$ cat src/rtl/core/population_std_deviation_top_assert.svh
// assertion macros used by the population standard deviation top
// no dependencies; include by bare file name inside a module body
`ifndef POPULATION_STD_DEVIATION_TOP_ASSERT_SVH
`define POPULATION_STD_DEVIATION_TOP_ASSERT_SVH

// same-cycle implication, disabled while reset is asserted
`define PSD_ASSERT_IMP(label, clk, rstn, ante, cons, msg) \
    label: assert property (@(posedge clk) disable iff (!(rstn)) (ante) |-> (cons)) \
        else $error(msg);

// next-cycle implication, disabled while reset is asserted
`define PSD_ASSERT_NXT(label, clk, rstn, ante, cons, msg) \
    label: assert property (@(posedge clk) disable iff (!(rstn)) (ante) |=> (cons)) \
        else $error(msg);

`endif

$ cat src/rtl/core/psd_pkg.sv
// shared constants and types for the population standard deviation block
// no dependencies
`default_nettype none

package psd_pkg;

    localparam int DEF_MAX_SAMPLES = 1024;
    localparam int DEF_SAMPLE_BITS = 24;

    localparam int SD_BITS     = 24;
    localparam int COUNT_BITS  = 11;
    localparam int OUT_BITS    = SD_BITS + COUNT_BITS + 1;
    localparam int OUT_TDATA_W = ((OUT_BITS + 7) / 8) * 8;

    localparam logic [SD_BITS-1:0] SD_MAX = {SD_BITS{1'b1}};

    // status from the accumulator to the sequencer
    typedef struct packed {
        logic done;
        logic dropped;
    } psd_stat_t;

endpackage

`default_nettype wire

$ cat src/rtl/core/psd_accum.sv
// sample intake: squares each sample and keeps count, sum and sum of squares
// depends on psd_pkg
`default_nettype none

module psd_accum #(
    parameter int SB  = 24,
    parameter int MAX = 1024,
    parameter int CW  = 11,
    parameter int SW  = 35,
    parameter int QW  = 58
) (
    input  wire logic                aclk,
    input  wire logic                aresetn,
    input  wire logic                s_valid,
    output logic                     s_ready,
    input  wire logic [SB-1:0]       s_sample,
    input  wire logic                s_last,
    input  wire logic                release_in,
    output psd_pkg::psd_stat_t       stat,
    output logic [CW-1:0]            count,
    output logic [SW-1:0]            sum,
    output logic [QW-1:0]            sumsq
);
    import psd_pkg::*;

    logic [SB-1:0]          mag;
    logic [2*SB-1:0]        sq;
    logic                   accept;

    logic                   closed_reg;
    logic                   a_valid_reg;
    logic                   a_take_reg;
    logic                   a_last_reg;
    logic signed [SB-1:0]   a_sx_reg;
    logic [2*SB-1:0]        a_sq_reg;
    logic [CW-1:0]          count_reg;
    logic signed [SW-1:0]   sum_reg;
    logic [QW-1:0]          sumsq_reg;
    logic                   drop_reg;
    logic                   done_reg;

    assign s_ready = !closed_reg;
    assign accept  = s_valid && !closed_reg;
    assign mag     = s_sample[SB-1] ? (~s_sample + SB'(1)) : s_sample;
    assign sq      = mag * mag;

    always_ff @(posedge aclk) begin
        if (!aresetn) begin
            closed_reg  <= 1'b0;
            a_valid_reg <= 1'b0;
            a_take_reg  <= 1'b0;
            a_last_reg  <= 1'b0;
            count_reg   <= '0;
            sum_reg     <= '0;
            sumsq_reg   <= '0;
            drop_reg    <= 1'b0;
            done_reg    <= 1'b0;
        end else if (release_in) begin
            closed_reg  <= 1'b0;
            a_valid_reg <= 1'b0;
            count_reg   <= '0;
            sum_reg     <= '0;
            sumsq_reg   <= '0;
            drop_reg    <= 1'b0;
            done_reg    <= 1'b0;
        end else begin
            // first stage: square the word and decide whether it fits
            a_valid_reg <= accept;
            a_last_reg  <= accept && s_last;
            a_sx_reg    <= s_sample;
            a_sq_reg    <= sq;
            a_take_reg  <= 1'b0;
            if (accept) begin
                if (s_last) begin
                    closed_reg <= 1'b1;
                end
                if (count_reg >= CW'(MAX)) begin
                    drop_reg <= 1'b1;
                end else begin
                    count_reg  <= count_reg + CW'(1);
                    a_take_reg <= 1'b1;
                end
            end
            // second stage: fold into the running totals
            if (a_valid_reg && a_take_reg) begin
                sum_reg   <= sum_reg + SW'(a_sx_reg);
                sumsq_reg <= sumsq_reg + QW'(a_sq_reg);
            end
            done_reg <= a_valid_reg && a_last_reg;
        end
    end

    assign stat.done    = done_reg;
    assign stat.dropped = drop_reg;
    assign count        = count_reg;
    assign sum          = sum_reg;
    assign sumsq        = sumsq_reg;

endmodule

`default_nettype wire

$ cat src/rtl/core/psd_sermul.sv
// bit-serial shift-and-add multiplier, one multiplier bit per cycle
// depends on psd_pkg
`default_nettype none

module psd_sermul #(
    parameter int PW = 69,
    parameter int BW = 35
) (
    input  wire logic          aclk,
    input  wire logic          aresetn,
    input  wire logic          start,
    input  wire logic [PW-1:0] op_a,
    input  wire logic [BW-1:0] op_b,
    output logic               done,
    output logic [PW-1:0]      prod
);
    import psd_pkg::*;

    localparam int CNW = $clog2(BW);

    logic [PW-1:0]  acc_reg;
    logic [PW-1:0]  a_reg;
    logic [BW-1:0]  b_reg;
    logic [CNW-1:0] cnt_reg;
    logic           busy_reg;
    logic           done_reg;

    always_ff @(posedge aclk) begin
        if (!aresetn) begin
            busy_reg <= 1'b0;
            done_reg <= 1'b0;
            cnt_reg  <= '0;
        end else begin
            done_reg <= 1'b0;
            if (start) begin
                acc_reg  <= '0;
                a_reg    <= op_a;
                b_reg    <= op_b;
                cnt_reg  <= '0;
                busy_reg <= 1'b1;
            end else if (busy_reg) begin
                if (b_reg[0]) begin
                    acc_reg <= acc_reg + a_reg;
                end
                a_reg   <= {a_reg[PW-2:0], 1'b0};
                b_reg   <= {1'b0, b_reg[BW-1:1]};
                cnt_reg <= cnt_reg + CNW'(1);
                if (cnt_reg == CNW'(BW - 1)) begin
                    busy_reg <= 1'b0;
                    done_reg <= 1'b1;
                end
            end
        end
    end

    assign done = done_reg;
    assign prod = acc_reg;

endmodule

`default_nettype wire

$ cat src/rtl/core/psd_div.sv
// restoring divider, one quotient bit per cycle
// depends on psd_pkg
`default_nettype none

module psd_div #(
    parameter int NW = 69,
    parameter int DW = 22
) (
    input  wire logic          aclk,
    input  wire logic          aresetn,
    input  wire logic          start,
    input  wire logic [NW-1:0] num,
    input  wire logic [DW-1:0] den,
    output logic               done,
    output logic [NW-1:0]      quo
);
    import psd_pkg::*;

    localparam int CNW = $clog2(NW);

    logic [NW-1:0]  q_reg;
    logic [DW-1:0]  rem_reg;
    logic [DW-1:0]  den_reg;
    logic [CNW-1:0] cnt_reg;
    logic           busy_reg;
    logic           done_reg;
    logic [DW:0]    rem_sh;
    logic [DW:0]    diff;
    logic           fits;

    // remainder stays below the divisor, so its shifted form fits one extra bit
    assign rem_sh = {rem_reg, q_reg[NW-1]};
    assign diff   = rem_sh - {1'b0, den_reg};
    assign fits   = rem_sh >= {1'b0, den_reg};

    always_ff @(posedge aclk) begin
        if (!aresetn) begin
            busy_reg <= 1'b0;
            done_reg <= 1'b0;
            cnt_reg  <= '0;
        end else begin
            done_reg <= 1'b0;
            if (start) begin
                q_reg    <= num;
                rem_reg  <= '0;
                den_reg  <= den;
                cnt_reg  <= '0;
                busy_reg <= 1'b1;
            end else if (busy_reg) begin
                rem_reg <= fits ? diff[DW-1:0] : rem_sh[DW-1:0];
                q_reg   <= {q_reg[NW-2:0], fits};
                cnt_reg <= cnt_reg + CNW'(1);
                if (cnt_reg == CNW'(NW - 1)) begin
                    busy_reg <= 1'b0;
                    done_reg <= 1'b1;
                end
            end
        end
    end

    assign done = done_reg;
    assign quo  = q_reg;

endmodule

`default_nettype wire

$ cat src/rtl/core/psd_isqrt.sv
// floor integer square root, one root bit (two radicand bits) per cycle
// depends on psd_pkg
`default_nettype none

module psd_isqrt #(
    parameter int RW = 24
) (
    input  wire logic            aclk,
    input  wire logic            aresetn,
    input  wire logic            start,
    input  wire logic [2*RW-1:0] radicand,
    output logic                 done,
    output logic [RW-1:0]        root
);
    import psd_pkg::*;

    localparam int CNW = $clog2(RW);

    logic [2*RW-1:0] v_reg;
    logic [RW+1:0]   rem_reg;
    logic [RW-1:0]   root_reg;
    logic [CNW-1:0]  cnt_reg;
    logic            busy_reg;
    logic            done_reg;
    logic [RW+3:0]   rem_sh;
    logic [RW+3:0]   trial;
    logic            fits;
    logic [RW+3:0]   diff;

    assign rem_sh = {rem_reg, v_reg[2*RW-1:2*RW-2]};
    assign trial  = (RW + 4)'({root_reg, 2'b01});
    assign fits   = rem_sh >= trial;
    assign diff   = rem_sh - trial;

    always_ff @(posedge aclk) begin
        if (!aresetn) begin
            busy_reg <= 1'b0;
            done_reg <= 1'b0;
            cnt_reg  <= '0;
        end else begin
            done_reg <= 1'b0;
            if (start) begin
                v_reg    <= radicand;
                rem_reg  <= '0;
                root_reg <= '0;
                cnt_reg  <= '0;
                busy_reg <= 1'b1;
            end else if (busy_reg) begin
                rem_reg  <= fits ? diff[RW+1:0] : rem_sh[RW+1:0];
                root_reg <= {root_reg[RW-2:0], fits};
                v_reg    <= {v_reg[2*RW-3:0], 2'b00};
                cnt_reg  <= cnt_reg + CNW'(1);
                if (cnt_reg == CNW'(RW - 1)) begin
                    busy_reg <= 1'b0;
                    done_reg <= 1'b1;
                end
            end
        end
    end

    assign done = done_reg;
    assign root = root_reg;

endmodule

`default_nettype wire

$ cat src/rtl/core/population_std_deviation_top.sv
// population standard deviation over a marked run of Q15.8 samples
// s_* channel: one word per sample; s_tdata = sample, s_tlast marks the end of a set.
// m_* channel: one word per set; m_tdata = std_dev, sample_count, overflow.
// samples stream in at one word per cycle; the square and the totals are two
// register stages, so the next word is taken in the cycle after the last one.
// after a word with tlast the input stalls (s_tready low) while the finish runs:
// three bit-serial products over SW bits (SW = SAMPLE_BITS + count bits), a
// restoring divide over the numerator width and a root over SAMPLE_BITS, each
// started once the step before it is done; s_tready returns in the cycle after
// m_tvalid rises.
// the result is held in an output register; once loaded, the input side opens
// again and the next set accumulates while the word waits for m_tready.
// a stalled receiver delays the next finish and the reopening of the input after it.
// words beyond MAX_SAMPLES in one set are dropped and flag overflow.
// synchronous active-low reset clears totals, the output valid and the sequencer.
// depends on psd_pkg, psd_accum, psd_sermul, psd_div, psd_isqrt and the assert header
`default_nettype none

module population_std_deviation_top #(
    parameter int MAX_SAMPLES = psd_pkg::DEF_MAX_SAMPLES,
    parameter int SAMPLE_BITS = psd_pkg::DEF_SAMPLE_BITS
) (
    input  wire logic                                   aclk,
    input  wire logic                                   aresetn,
    input  wire logic                                   s_tvalid,
    output logic                                        s_tready,
    // sample[SAMPLE_BITS-1:0], zero pad up to a whole byte
    input  wire logic [((SAMPLE_BITS + 7) / 8) * 8-1:0] s_tdata,
    input  wire logic                                   s_tlast,
    output logic                                        m_tvalid,
    input  wire logic                                   m_tready,
    // std_dev[23:0], sample_count[34:24], overflow[35], zero pad [39:36]
    output logic [psd_pkg::OUT_TDATA_W-1:0]             m_tdata
);
    import psd_pkg::*;

    `include "population_std_deviation_top_assert.svh"

    localparam int CW  = $clog2(MAX_SAMPLES + 1);
    localparam int SW  = SAMPLE_BITS + CW;
    localparam int QW  = 2 * SAMPLE_BITS + CW - 1;
    localparam int PW  = QW + CW;
    localparam int DW  = 2 * CW;
    localparam int VW  = 2 * SAMPLE_BITS - 1;
    localparam int RW  = SAMPLE_BITS;
    localparam int RXW = (RW > SD_BITS) ? RW : SD_BITS;

    typedef enum logic [2:0] {
        ST_IDLE,
        ST_MUL1,
        ST_MUL2,
        ST_MUL3,
        ST_DIV,
        ST_ROOT,
        ST_OUT
    } state_t;

    psd_stat_t       stat;
    logic [CW-1:0]   acc_count;
    logic [SW-1:0]   acc_sum;
    logic [QW-1:0]   acc_sumsq;
    logic [SW-1:0]   smag;

    logic            mul_done;
    logic [PW-1:0]   mul_prod;
    logic            div_done;
    logic [PW-1:0]   div_quo;
    logic            root_done;
    logic [RW-1:0]   root;
    logic [RXW-1:0]  root_x;
    logic [CW+COUNT_BITS-1:0] count_x;

    state_t          state_reg;
    logic            mul_start_reg;
    logic [PW-1:0]   mul_a_reg;
    logic [SW-1:0]   mul_b_reg;
    logic [PW-1:0]   nss_reg;
    logic [PW-1:0]   num_reg;
    logic            div_start_reg;
    logic [DW-1:0]   den_reg;
    logic            root_start_reg;
    logic [SD_BITS-1:0] sd_reg;
    logic            release_reg;
    logic            m_tvalid_reg;
    logic [OUT_TDATA_W-1:0] m_data_reg;

    psd_accum #(
        .SB  (SAMPLE_BITS),
        .MAX (MAX_SAMPLES),
        .CW  (CW),
        .SW  (SW),
        .QW  (QW)
    ) u_accum (
        .aclk       (aclk),
        .aresetn    (aresetn),
        .s_valid    (s_tvalid),
        .s_ready    (s_tready),
        .s_sample   (s_tdata[SAMPLE_BITS-1:0]),
        .s_last     (s_tlast),
        .release_in (release_reg),
        .stat       (stat),
        .count      (acc_count),
        .sum        (acc_sum),
        .sumsq      (acc_sumsq)
    );

    psd_sermul #(
        .PW (PW),
        .BW (SW)
    ) u_mul (
        .aclk    (aclk),
        .aresetn (aresetn),
        .start   (mul_start_reg),
        .op_a    (mul_a_reg),
        .op_b    (mul_b_reg),
        .done    (mul_done),
        .prod    (mul_prod)
    );

    psd_div #(
        .NW (PW),
        .DW (DW)
    ) u_div (
        .aclk    (aclk),
        .aresetn (aresetn),
        .start   (div_start_reg),
        .num     (num_reg),
        .den     (den_reg),
        .done    (div_done),
        .quo     (div_quo)
    );

    psd_isqrt #(
        .RW (RW)
    ) u_isqrt (
        .aclk     (aclk),
        .aresetn  (aresetn),
        .start    (root_start_reg),
        .radicand ((2 * RW)'(div_quo[VW-1:0])),
        .done     (root_done),
        .root     (root)
    );

    assign smag    = acc_sum[SW-1] ? (~acc_sum + SW'(1)) : acc_sum;
    assign root_x  = RXW'(root);
    assign count_x = (CW + COUNT_BITS)'(acc_count);

    // finish sequence: n*sumsq, sum^2, n^2, divide, root, then load the output word
    always_ff @(posedge aclk) begin
        if (!aresetn) begin
            state_reg      <= ST_IDLE;
            mul_start_reg  <= 1'b0;
            div_start_reg  <= 1'b0;
            root_start_reg <= 1'b0;
            release_reg    <= 1'b0;
            m_tvalid_reg   <= 1'b0;
        end else begin
            mul_start_reg  <= 1'b0;
            div_start_reg  <= 1'b0;
            root_start_reg <= 1'b0;
            release_reg    <= 1'b0;
            if (m_tvalid_reg && m_tready) begin
                m_tvalid_reg <= 1'b0;
            end
            case (state_reg)
                ST_IDLE: begin
                    if (stat.done) begin
                        mul_a_reg     <= PW'(acc_sumsq);
                        mul_b_reg     <= SW'(acc_count);
                        mul_start_reg <= 1'b1;
                        state_reg     <= ST_MUL1;
                    end
                end
                ST_MUL1: begin
                    if (mul_done) begin
                        nss_reg       <= mul_prod;
                        mul_a_reg     <= PW'(smag);
                        mul_b_reg     <= smag;
                        mul_start_reg <= 1'b1;
                        state_reg     <= ST_MUL2;
                    end
                end
                ST_MUL2: begin
                    if (mul_done) begin
                        // never negative: sum^2 <= n * sumsq
                        num_reg       <= nss_reg - mul_prod;
                        mul_a_reg     <= PW'(acc_count);
                        mul_b_reg     <= SW'(acc_count);
                        mul_start_reg <= 1'b1;
                        state_reg     <= ST_MUL3;
                    end
                end
                ST_MUL3: begin
                    if (mul_done) begin
                        den_reg       <= mul_prod[DW-1:0];
                        div_start_reg <= 1'b1;
                        state_reg     <= ST_DIV;
                    end
                end
                ST_DIV: begin
                    if (div_done) begin
                        root_start_reg <= 1'b1;
                        state_reg      <= ST_ROOT;
                    end
                end
                ST_ROOT: begin
                    if (root_done) begin
                        sd_reg    <= (root_x > RXW'(SD_MAX)) ? SD_MAX : root_x[SD_BITS-1:0];
                        state_reg <= ST_OUT;
                    end
                end
                ST_OUT: begin
                    if (!m_tvalid_reg || m_tready) begin
                        m_data_reg   <= OUT_TDATA_W'({stat.dropped,
                                                      count_x[COUNT_BITS-1:0], sd_reg});
                        m_tvalid_reg <= 1'b1;
                        release_reg  <= 1'b1;
                        state_reg    <= ST_IDLE;
                    end
                end
                default: begin
                    state_reg <= ST_IDLE;
                end
            endcase
        end
    end

    assign m_tvalid = m_tvalid_reg;
    assign m_tdata  = m_data_reg;

    `PSD_ASSERT_IMP(a_no_intake_busy, aclk, aresetn, state_reg != ST_IDLE, !s_tready, "input open during finish")
    `PSD_ASSERT_IMP(a_rose_from_out, aclk, aresetn, $rose(m_tvalid), $past(state_reg == ST_OUT), "result word not from output state")
    `PSD_ASSERT_IMP(a_release_loaded, aclk, aresetn, release_reg, m_tvalid_reg, "totals cleared without a loaded result")
    `PSD_ASSERT_NXT(a_done_starts, aclk, aresetn, state_reg == ST_IDLE && stat.done, state_reg == ST_MUL1, "set end not picked up")

endmodule

`default_nettype wire

$ cat config.mk
export PLATFORM = sky130hd
export DESIGN_NAME = population_std_deviation_top
export DESIGN_NICKNAME = d
export VERILOG_FILES = /design/src/rtl/core/psd_pkg.sv /design/src/rtl/core/psd_accum.sv /design/src/rtl/core/psd_sermul.sv /design/src/rtl/core/psd_div.sv /design/src/rtl/core/psd_isqrt.sv /design/src/rtl/core/population_std_deviation_top.sv
export VERILOG_INCLUDE_DIRS = /design/src /design/src/rtl/core
export SDC_FILE = /design/constraint.sdc
export NUM_CORES = 2
export LEC_CHECK = 0
export ABC_AREA = 1
export BUFFER_PORTS_ARGS = -buffer_cell sky130_fd_sc_hd__buf_2
export CORE_MARGIN = 4
export CORE_UTILIZATION = 50
export CTS_CLUSTER_SIZE = 28
export DETAILED_ROUTE_END_ITERATION = 7
export PLACE_DENSITY_LB_ADDON = 0.25
export SLEW_MARGIN = 20
export SYNTH_ARGS = -nofsm -noshare
export SYNTH_HDL_FRONTEND = slang
export SYNTH_SLANG_ARGS = --single-unit
$ cat constraint.sdc
create_clock -name aclk -period 11.35 [get_ports aclk]
set_clock_uncertainty 0.05 [all_clocks]
set_input_delay 0.5675 -clock aclk [delete_from_list [all_inputs] [get_ports aclk]]
set_output_delay 0.5675 -clock aclk [all_outputs]
set_load 0.05 [all_outputs]
==> results_dict.tcl <==
set metrics [dict create \
    die-area_um2 150000 \
    gp_congestion 0.984 \
    area_growth_pct 7.84 \
    cts_buffers 100 \
    synthArstFlopShare_pct 0 \
    grt_pass1_wl_mm 328 \
    wire_per_inst_um 18.7 \
    grt_pass1_vias 59000 \
    worstHoldPathType "input pin to flip-flop" \
    worst_path_max_delay_cell "fa_1" \
    die_h_um 387 \
    syn_inst 9172 \
    initial_core_util_pct 50.6 \
    yosysSeqAreaShare_pct 36.0 \
    cts.sinks 909 \
    drv_cap 0 \
    die_w_um 387 \
    grt_antenna_before_repair 2 \
    coreArea_um2 142000 \
    synth_cell_types 60 \
    clk_latency_ps 720 \
    max_freq_mhz 113 \
    cp.arrival_ps 9280 \
    syn_area_um2 72000 \
    route.vias.total 59700 \
    tightestPinTransition_ps 1060 \
    htree_levels 3 \
    crit_path_max_incr_delay_ps 630 \
    slew_viol_final 0 \
    pin_count 71 \
    cts_tree "yes" \
    grt_max_degree 93 \
    dr.pass1.iters 8 \
    grtUsageTotal_pct 27.6 \
    drc 0 \
    cts_resized 0 \
    dpl.hpwl_mm 169 \
    end_kind "flip-flop" \
    ys_seq_elements 909 \
    grt_overflow 0 \
    fin_crit_ps 8870 \
    fill_cells 13500 \
    rows 138 \
    timing.final.crit_share_pct 78.2 \
    finalSetupViolations 0 \
    critPathLaunchType "input pin" \
    worstPathRequired_ps 11760 \
    drt_iter0_drc 4775 \
    ys.flop_type "edfxtp_1" \
    portBuffers 66 \
    rsz0062_at_grt "no" \
    layout.nets 10100 \
    synth.avg_cell_area_um2 7.84 \
    synth_edf_count 767 \
    reg2reg_setup_slack_ps 7700 \
    drt-total-wl_mm 209 \
    root_buffer "clkbuf_16" \
    clockBufferDepth 3 \
    clkTransAtPathRegs_ps 60 \
    hold_viol_final 0 \
    drive_above_1_share_pct 3.50 \
    yosysWarningCount 0 \
    critPathMaxFanout 16 \
    status "complete, no violations" \
    finalSetupTns_ps 0 \
    route.antenna.remaining_nets 0 \
    vias_per_cell 5.34 \
    critical_path_class "input pin to flip-flop" \
    relSlewSlack_pct 29.3 \
]
-- cell type report --
class                           count  area [um2]  area share (%)
Multi-Input combinational cell   6270       38500            49.7
Antenna cell                        1        2.50         0.00323
Clock buffer                      132        2710            3.49
Tap cell                         1890        2360            3.05
Inverter                         1830        6870            8.86
Timing Repair Buffer               99         608           0.784
Clock inverter                     54         623           0.803
Sequential cell                   909       25900            33.4
-- through the flow --
stage	hold slack (ps)	instance area [um2]	utilization [%]	worst slack (ps)	std cells
final	60.0	77600	54.5	2480	11200
after global routing	27.1	77600	54.5	2040	11200
after CTS	1.01	77600	54.5	2650	11200
after detailed placement	355	74200	52.1	2050	11000
after global placement	352	74200	52.1	2140	11000
after floorplan	350	72000	-	3060	9193
-- cell families after synthesis --
| logic type | count (synthesis) | share of synthesized area [%] |
|---|---|---|
| multiplexers | 1 | 0.0139 |
| AO/OA/AOI/OAI | 1270 | 9.46 |
| buffers and inverters | 2014 | 10.7 |
| adder cells (fa/ha/maj) | 879 | 19.8 |
| XOR/XNOR | 167 | 2.10 |
| other | 2 | 0.0104 |
| AND/OR/NAND/NOR | 3930 | 21.9 |
| flip-flops | 909 | 36.0 |
-- timing repair --
action | CTS | global route
hold endpoints to repair | 4 | 0
buffers inserted | 0 | 0
hold buffers | 4 | 0
-- cells in the final DEF (no fill, tap or decap), drive strengths merged, types with 142 or more instances in the layout --
master,n
inv,1831
fa,435
o21ai,490
a21oi,605
nand3,359
nand2,2292
edfxtp,767
ha,444
nor2,1055
dfxtp,142
-- layer usage --
layer	track usage [%]	vias up	share of wire, %
met3	3.14	427	5.5
met5	0	-	0.013
met1	36.7	28300	43
met4	10.6	2	4.2
met2	46.4	1880	47
li1	-	29100	-
-- critical path: cells and delay by family --
| family | cells | cell delay, ps |
|---|---|---|
| buf+inv | 11 | 1800 |
| compound gates | 1 | 100 |
| simple gates | 13 | 2470 |
| fa+ha+maj | 9 | 4340 |
-- synth_stat cells, types with 5 or more instances --
cell type | number | area, um2
o22ai_1 | 12 | 75.1
buf_1 | 15 | 56.3
clkbuf_1 | 123 | 462
nand4_1 | 60 | 375
nor3_1 | 108 | 541
o211ai_1 | 12 | 90.1
nand2_2 | 10 | 62.6
buf_4 | 9 | 67.6
o21a_1 | 19 | 143
o21ai_1 | 16 | 80.1
a31oi_1 | 15 | 93.8
xor2_1 | 115 | 1010
inv_1 | 1805 | 6780
a21o_1 | 30 | 225
o21ai_0 | 471 | 2360
or2_2 | 8 | 50.1
edfxtp_1 | 767 | 23000
clkinv_1 | 6 | 22.5
and2_1 | 5 | 31.3
o221ai_1 | 8 | 70.1
inv_2 | 19 | 71.3
nand3b_1 | 11 | 82.6
buf_6 | 10 | 113
nand2_1 | 2280 | 8560
nand3_1 | 354 | 1770
xnor2_1 | 49 | 429
buf_2 | 26 | 130
ha_1 | 444 | 5560
a21oi_1 | 602 | 3010
a21boi_0 | 13 | 97.6
nor4_1 | 17 | 106
o21bai_1 | 57 | 428
dfxtp_1 | 142 | 2840
nor2_1 | 1047 | 3930
fa_1 | 435 | 8710
-- path summary, 6_finish.rpt --
check	cells after the start	to	from
max	34	u_accum.a_sq_reg[39]$_DFFE_PP_	s_tdata[1]
min	1	u_accum.a_sx_reg[18]$_DFFE_PP_	s_tdata[18]
max reg2reg	9	mul_a_reg[57]$_DFFE_PP_	state_reg[1]$_SDFFE_PN0P_
min reg2reg	0	m_tdata[11]$_DFFE_PP_	sd_reg[11]$_SDFFCE_PN1P_
Power is left out: the tool's default activity adds up to more than one toggle a clock period on the data nets, which glitch-free logic cannot reach.
